--- config.mk ---
export PLATFORM = sky130hd
export DESIGN_NAME = lru_key_value_cache
export DESIGN_NICKNAME = d
export VERILOG_FILES = /design/src/rtl/core/lrukv_pkg.sv /design/src/rtl/core/lrukv_ctrl.sv /design/src/rtl/core/lrukv_dp.sv /design/src/rtl/core/lru_key_value_cache.sv
export SDC_FILE = /design/constraint.sdc
export NUM_CORES = 2
export LEC_CHECK = 0
export BUFFER_PORTS_ARGS = -buffer_cell sky130_fd_sc_hd__buf_4
export CORE_AREA = 2 2 213 425
export CTS_CLUSTER_DIAMETER = 50
export DETAILED_ROUTE_END_ITERATION = 10
export DIE_AREA = 0 0 215 427
export GPL_ROUTABILITY_DRIVEN = 0
export PLACE_DENSITY = 0.66
export SYNTH_ARGS = -nofsm -noshare
export SYNTH_HDL_FRONTEND = slang
export SYNTH_HIERARCHICAL = 1
export SYNTH_SLANG_ARGS = --single-unit
--- constraint.sdc ---
create_clock -name clk -period 4.7 [get_ports clk]
set_input_delay 0.94 -clock clk [delete_from_list [all_inputs] [get_ports clk]]
set_output_delay 0.94 -clock clk [all_outputs]
set_load 0.05 [all_outputs]
--- src/rtl/core/lrukv_pkg.sv ---
`default_nettype none
// ----------------------------------------------------------------------------
// LRU key/value cache package
// Shared widths, controller command type and slot search helper.
// ----------------------------------------------------------------------------
package lrukv_pkg;

  localparam int MAX_ENTRIES = 16;
  localparam int IDX_W       = $clog2(MAX_ENTRIES);
  localparam int CNT_W       = $clog2(MAX_ENTRIES + 1);
  localparam int KEY_W       = 16;
  localparam int VAL_W       = 32;
  localparam int CAP_W       = 5;

  localparam logic [CAP_W-1:0] CAP_RESET = CAP_W'(MAX_ENTRIES);
  localparam logic             CMD_GET   = 1'b0;
  localparam logic             CMD_SET   = 1'b1;

  typedef logic [IDX_W-1:0]       idx_t;
  typedef logic [CNT_W-1:0]       cnt_t;
  typedef logic [MAX_ENTRIES-1:0] vec_t;

  typedef struct packed {
    logic load;
    logic match;
    logic commit;
  } lrukv_cmd_t;

  // Lowest set bit position; zero when no bit is set.
  function automatic idx_t first_set(vec_t v);
    idx_t r;
    r = '0;
    for (int i = MAX_ENTRIES - 1; i >= 0; i--) begin
      if (v[i]) begin
        r = IDX_W'(i);
      end
    end
    return r;
  endfunction

endpackage
`default_nettype wire

--- src/rtl/core/lrukv_ctrl.sv ---
`default_nettype none
// ----------------------------------------------------------------------------
// LRU key/value cache controller
// Sequences each transaction through match and commit steps.
// ----------------------------------------------------------------------------
module lrukv_ctrl (
  input  wire                 clk,
  input  wire                 rst_n,
  input  wire                 start,
  output logic                busy,
  output logic                out_valid,
  output lrukv_pkg::lrukv_cmd_t cmd
);

  localparam logic [1:0] ST_IDLE   = 2'd0;
  localparam logic [1:0] ST_MATCH  = 2'd1;
  localparam logic [1:0] ST_COMMIT = 2'd2;

  logic [1:0] state_r;
  logic [1:0] state_nxt;
  logic       accept;

  assign busy   = (state_r == ST_MATCH);
  assign accept = start && !busy;

  always_comb begin
    state_nxt = state_r;
    unique case (state_r)
      ST_IDLE, ST_COMMIT: begin
        state_nxt = accept ? ST_MATCH : ST_IDLE;
      end
      ST_MATCH: begin
        state_nxt = ST_COMMIT;
      end
      default: begin
        state_nxt = ST_IDLE;
      end
    endcase
  end

  always_ff @(posedge clk) begin
    if (!rst_n) begin
      state_r <= ST_IDLE;
    end else begin
      state_r <= state_nxt;
    end
  end

  assign cmd.load   = accept;
  assign cmd.match  = (state_r == ST_MATCH);
  assign cmd.commit = (state_r == ST_COMMIT);
  assign out_valid  = cmd.commit;

endmodule
`default_nettype wire

--- src/rtl/core/lrukv_dp.sv ---
`default_nettype none
// ----------------------------------------------------------------------------
// LRU key/value cache datapath
// Entry store, parallel key compare, recency ranks and result formatting.
// ----------------------------------------------------------------------------
module lrukv_dp (
  input  wire                                  clk,
  input  wire                                  rst_n,
  input  lrukv_pkg::lrukv_cmd_t                cmd,
  input  wire                                  in_command,
  input  wire  [lrukv_pkg::KEY_W-1:0]          in_key,
  input  wire  signed [lrukv_pkg::VAL_W-1:0]   in_value,
  input  wire                                  cfg_we,
  input  wire  [lrukv_pkg::CAP_W-1:0]          cfg_data,
  output logic                                 out_hit,
  output logic signed [lrukv_pkg::VAL_W-1:0]   out_read_value
);

  localparam int N = lrukv_pkg::MAX_ENTRIES;

  logic [lrukv_pkg::VAL_W-1:0] val_mem [N];
  logic [lrukv_pkg::KEY_W-1:0] key_r   [N];
  lrukv_pkg::idx_t             rank_r  [N];
  lrukv_pkg::vec_t             valid_r;
  lrukv_pkg::cnt_t             occ_r;
  logic [lrukv_pkg::CAP_W-1:0] cap_r;

  logic                        cmd_r;
  logic [lrukv_pkg::KEY_W-1:0] in_key_r;
  logic [lrukv_pkg::VAL_W-1:0] in_val_r;

  logic                        hit_r;
  logic                        upd_r;
  logic                        grow_r;
  lrukv_pkg::idx_t             tgt_r;
  lrukv_pkg::cnt_t             thr_r;
  logic [lrukv_pkg::VAL_W-1:0] rdata_r;

  lrukv_pkg::vec_t match_vec;
  lrukv_pkg::vec_t free_vec;
  lrukv_pkg::vec_t oldest_vec;
  lrukv_pkg::idx_t hit_slot;
  lrukv_pkg::idx_t free_slot;
  lrukv_pkg::idx_t old_slot;
  lrukv_pkg::idx_t occ_last;
  lrukv_pkg::cnt_t eff_cap;
  logic            any_hit;
  logic            full;
  lrukv_pkg::idx_t tgt_nxt;
  lrukv_pkg::cnt_t thr_nxt;
  logic            grow_nxt;

  assign occ_last = lrukv_pkg::IDX_W'(occ_r - lrukv_pkg::cnt_t'(1));

  always_comb begin
    for (int i = 0; i < N; i++) begin
      match_vec[i]  = valid_r[i] && (key_r[i] == in_key_r);
      free_vec[i]   = !valid_r[i];
      oldest_vec[i] = valid_r[i] && (rank_r[i] == occ_last);
    end
  end

  assign hit_slot  = lrukv_pkg::first_set(match_vec);
  assign free_slot = lrukv_pkg::first_set(free_vec);
  assign old_slot  = lrukv_pkg::first_set(oldest_vec);
  assign any_hit   = |match_vec;

  always_comb begin
    if (cap_r == '0) begin
      eff_cap = lrukv_pkg::cnt_t'(1);
    end else if (cap_r > lrukv_pkg::CAP_W'(N)) begin
      eff_cap = lrukv_pkg::cnt_t'(N);
    end else begin
      eff_cap = lrukv_pkg::cnt_t'(cap_r);
    end
  end

  assign full = (occ_r >= eff_cap);

  always_comb begin
    priority if (any_hit) begin
      tgt_nxt  = hit_slot;
      thr_nxt  = {1'b0, rank_r[hit_slot]};
      grow_nxt = 1'b0;
    end else if (!full) begin
      tgt_nxt  = free_slot;
      thr_nxt  = lrukv_pkg::cnt_t'(N);
      grow_nxt = 1'b1;
    end else begin
      tgt_nxt  = old_slot;
      thr_nxt  = {1'b0, rank_r[old_slot]};
      grow_nxt = 1'b0;
    end
  end

  // Latch request, resolve the slot, then apply the update.
  always_ff @(posedge clk) begin
    if (cmd.load) begin
      cmd_r    <= in_command;
      in_key_r <= in_key;
      in_val_r <= in_value;
    end
    if (cmd.match) begin
      hit_r   <= any_hit;
      upd_r   <= any_hit || (cmd_r == lrukv_pkg::CMD_SET);
      grow_r  <= grow_nxt;
      tgt_r   <= tgt_nxt;
      thr_r   <= thr_nxt;
      rdata_r <= val_mem[hit_slot];
    end
    if (cmd.commit && (cmd_r == lrukv_pkg::CMD_SET)) begin
      val_mem[tgt_r] <= in_val_r;
      key_r[tgt_r]   <= in_key_r;
    end
  end

  always_ff @(posedge clk) begin
    if (!rst_n) begin
      valid_r <= '0;
      occ_r   <= '0;
      cap_r   <= lrukv_pkg::CAP_RESET;
      for (int i = 0; i < N; i++) begin
        rank_r[i] <= '0;
      end
    end else begin
      if (cfg_we) begin
        cap_r <= cfg_data;
      end
      if (cmd.commit && upd_r) begin
        for (int i = 0; i < N; i++) begin
          if (lrukv_pkg::IDX_W'(i) == tgt_r) begin
            rank_r[i] <= '0;
          end else if (valid_r[i] && ({1'b0, rank_r[i]} < thr_r)) begin
            rank_r[i] <= rank_r[i] + lrukv_pkg::idx_t'(1);
          end
        end
        if (cmd_r == lrukv_pkg::CMD_SET) begin
          valid_r[tgt_r] <= 1'b1;
          if (!hit_r && grow_r) begin
            occ_r <= occ_r + lrukv_pkg::cnt_t'(1);
          end
        end
      end
    end
  end

  always_comb begin
    out_hit = hit_r;
    priority if (cmd_r == lrukv_pkg::CMD_SET) begin
      out_read_value = '0;
    end else if (hit_r) begin
      out_read_value = rdata_r;
    end else begin
      out_read_value = '1;
    end
  end

endmodule
`default_nettype wire

--- src/rtl/core/lru_key_value_cache.sv ---
`default_nettype none
// ----------------------------------------------------------------------------
// LRU key/value cache
// Fully associative 16-entry key/value store with least-recently-used
// replacement.
//
// Request channel: an in_command/in_key/in_value transaction is taken at a
// clock edge with start high and busy low. Get returns the stored value on a
// hit and -1 on a miss; set updates or inserts and returns 0. out_hit tells
// whether the key was present before the request.
// Result channel: out_valid strobes for one cycle with out_hit and
// out_read_value; the receiver cannot stall and must take it then.
// Sequence: after the accepting edge the controller holds the match state,
// with busy high, then the commit state, in which out_valid is high.
// Overlap: a new request can be taken in the result cycle, but not while
// busy is high in the match state.
// Configuration: cfg_data sets the capacity (0 acts as 1, above 16 as 16).
// The user writes it only while idle; unchecked. cfg_ready is always high.
// Reset (rst_n low, synchronous): cache empty, capacity 16, no
// transaction in flight.
// ----------------------------------------------------------------------------
module lru_key_value_cache (
  input  wire                                  clk,
  input  wire                                  rst_n,
  input  wire                                  start,
  output logic                                 busy,
  input  wire                                  in_command,
  input  wire  [lrukv_pkg::KEY_W-1:0]          in_key,
  input  wire  signed [lrukv_pkg::VAL_W-1:0]   in_value,
  output logic                                 out_valid,
  output logic                                 out_hit,
  output logic signed [lrukv_pkg::VAL_W-1:0]   out_read_value,
  input  wire                                  cfg_valid,
  output logic                                 cfg_ready,
  input  wire  [lrukv_pkg::CAP_W-1:0]          cfg_data
);

  lrukv_pkg::lrukv_cmd_t cmd;

  assign cfg_ready = 1'b1;

  lrukv_ctrl u_ctrl (
    .clk       (clk),
    .rst_n     (rst_n),
    .start     (start),
    .busy      (busy),
    .out_valid (out_valid),
    .cmd       (cmd)
  );

  lrukv_dp u_dp (
    .clk            (clk),
    .rst_n          (rst_n),
    .cmd            (cmd),
    .in_command     (in_command),
    .in_key         (in_key),
    .in_value       (in_value),
    .cfg_we         (cfg_valid && cfg_ready),
    .cfg_data       (cfg_data),
    .out_hit        (out_hit),
    .out_read_value (out_read_value)
  );

endmodule
`default_nettype wire

==> reports/metrics.cfg <==
[outcome]
status=finished clean

[global_routing]
grt_max_degree=52
grt_usage=0.241
grt_pass1_vias=25884
grt_overflow=0
antenna_found_initial=1
grt_pass1_wl_microns=165000

[sta]
slew_headroom=0.261
min_period_ps=4440
finalMaxSlewViolations=0
fmax_ghz=0.225
skew_ps=23.2
finalCritPeriodShare=0.944
max_slew.worst_pin.slew_ps=1110
setup_viol=0
setup_ws_ps=262
report.final.hold_viol_count=0
rsz0062_at_grt=false
fin_tns_setup_ps=0

[worst_setup_path]
end_kind=register
critPathLaunchType=register
rrSetupSlack_ps=260
cp.arrival_ps=4860
worst-setup-path-type=register to register
crit_fanout=22
required_ps=5120

[synth]
yosys_warnings=6
ys_ff_latch=952
syn_area_per_cell_sq_um=14.7
synth_seq_area_share=0.643
synth_ff_type=edfxtp_1
synth_edf_count=924
synth_cell_types=100
synth_nets=3125
syn_inst=2996
async_reset_ff_frac=0
netlist_area_sq_um=44000

[placed_design]
dp_hpwl_microns=66800
post-place-ws_ps=270
port_buffers=92

[pwr]
power_mw=16.8
max-vdd-ir-drop_v=0.000401
p_leak_nw=18.0
powerDensity_nw_per_um2=343

[floorplanning]
die-height_microns=427
fp-row-count=155
fp.dieW_microns=215
start_util=0.496
die-area_sq_um=91800
coreArea_sq_um=88800
num_io_pins=94

[clocking]
clockBufferDepth=3
ctsHoldBuffers=0
clock_latency_ps=680
clkSlewWorstSetupHoldPaths_ps=60
cts_root_buf=clkbuf_16
cts_resized=0
cts.sinks=952
cts_tree=yes
cts_htree_levels=3
cts_setup_buffers=0
numCtsBuffers=84

[drt]
first_iter_violations=2561
wl_per_cell_microns=25.3
drc=0
drtPass1Iterations=5
routed_wl_microns=111000
ant_nets=0
vias=25934
vias_per_cell=5.92

[layout]
n_antenna_cell=0
synthToLayoutAreaGrowth_pct=11.4
nNetsFinal=3265
drive_above_1_share=0.161

[hold_path]
hp-class=input pin to register

[run]
drv_cap=0

[cells in the final DEF (no fill, tap or decap), types with 11 or more instances in the layout]
cell,Yosys,final
a21o_1,34,34
a21oi_1,108,107
a221oi_2,25,25
and2_1,12,12
and3_1,22,21
buf_12,2,29
buf_4,29,168
clkbuf_1,41,21
clkbuf_16,0,85
clkinv_1,1,20
clkinv_2,0,13
dfxtp_1,28,28
edfxtp_1,924,924
ha_1,71,71
inv_1,69,69
mux2_2,67,67
mux2_4,25,25
mux2i_1,217,217
nand2_1,137,136
nand2b_1,21,21
nand3_1,47,47
nand4_1,50,50
nor2_1,221,205
nor2_4,0,16
nor3_1,20,20
nor3b_1,11,11
nor4_1,48,48
nor4b_1,22,22
o2111ai_1,20,20
o211ai_1,56,56
o21ai_0,12,12
o22ai_1,37,37
or4_1,26,26
xnor2_1,147,147
xnor3_1,21,21
xor2_1,188,188
[registers in the layout, summed over array words and instances, names as in the netlist, 2 cells and up]
name	cells
u_ctrl/state_r	2
u_dp/cap_r	5
u_dp/in_key_r	16
u_dp/in_val_r	32
u_dp/key_r	256
u_dp/occ_r	5
u_dp/rank_r	64
u_dp/rdata_r	32
u_dp/tgt_r	4
u_dp/thr_r	4
u_dp/val_mem	512
u_dp/valid_r	16
[cell type report]
| class | count | area [sq um] |
|---|---|---|
| Clock buffer | 106 | 2210 |
| Clock inverter | 47 | 367 |
| Fill cell | 7233 | 39800 |
| Inverter | 70 | 263 |
| Multi-Input combinational cell | 1831 | 14600 |
| Sequential cell | 952 | 28300 |
| Tap cell | 1177 | 1470 |
| Timing Repair Buffer | 197 | 1840 |
[power by group]
group / internal (mW) / switching, mW
Clock: 3.48 / 3.11
Combinational: 0.259 / 0.443
Sequential: 9.39 / 0.147
[critical path, stage by stage, from the launching register on]
cell and delay (ps):
edfxtp_1 670, buf_4 450, xnor2_1 190, nand3_1 100, or3_4 410, nor3_4 450
and4b_1 340, a21oi_2 350, a21oi_1 150, a2111oi_0 740, o311a_1 230, nand3_1 80
[Yosys cell counts (20+ instances only)]
master / count / area [sq um]
dfxtp_1: 28 / 561
ha_1: 71 / 888
buf_4: 29 / 218
xor2_1: 188 / 1650
a21oi_1: 108 / 541
inv_1: 69 / 259
xnor3_1: 21 / 473
a21o_1: 34 / 255
a221oi_2: 25 / 375
nand4_1: 50 / 313
nor4_1: 48 / 300
o22ai_1: 37 / 231
and3_1: 22 / 138
xnor2_1: 147 / 1290
buf_2: 28 / 140
buf_6: 25 / 282
mux2i_1: 217 / 2170
nor2_1: 221 / 830
or4_1: 26 / 195
clkbuf_1: 41 / 154
nand2b_1: 21 / 131
edfxtp_1: 924 / 27700
mux2_2: 67 / 754
nand2_1: 137 / 514
o2111ai_1: 20 / 175
nor4b_1: 22 / 193
nand3_1: 47 / 235
mux2_4: 25 / 375
nor3_1: 20 / 100
o211ai_1: 56 / 420
[stage by stage]
stage | instance area (sq um) | utilization | hold WS (ps) | instances
floorplan | 44000 | - | 461 | 2996
detailed placement | 46500 | 0.523 | 499 | 4227
global route | 49000 | 0.552 | 400 | 4380
CTS | 49000 | 0.552 | 382 | 4380
finish | 49000 | 0.552 | 433 | 4380
global placement | 46500 | 0.523 | 484 | 4227
[layer usage]
metal | GRT usage | share of wire
met4 | 0.0875 | 0.031
met2 | 0.400 | 0.48
met1 | 0.330 | 0.43
met3 | 0.0291 | 0.060
met5 | 0 | 0
[kinds of logic (layout without fill, tap and decap cells)]
family	count (synthesis)	count (layout)	synth area share
flops	952	952	0.643
xor+xnor	358	358	0.0784
simple gates	733	733	0.0911
mux	320	320	0.0788
compound gates	348	348	0.0591
other cells	1	1	0.0000851
buf+inv	213	420	0.0297
fa+ha+maj	71	71	0.0202
[path summary, 6_finish.rpt]
| kind | cells past startpoint | end | start |
|---|---|---|---|
| setup reg to reg | 11 | u_dp/thr_r[0] | u_dp/in_key_r[4] |
| hold reg to reg | 2 | u_dp/valid_r[11] | u_dp/valid_r[11] |
| hold / removal | 1 | u_dp/in_key_r[14] | in_key[14] |
| setup / recovery | 11 | u_dp/thr_r[0] | u_dp/in_key_r[4] |
Note: power is estimated with default switching activity, not from simulation.
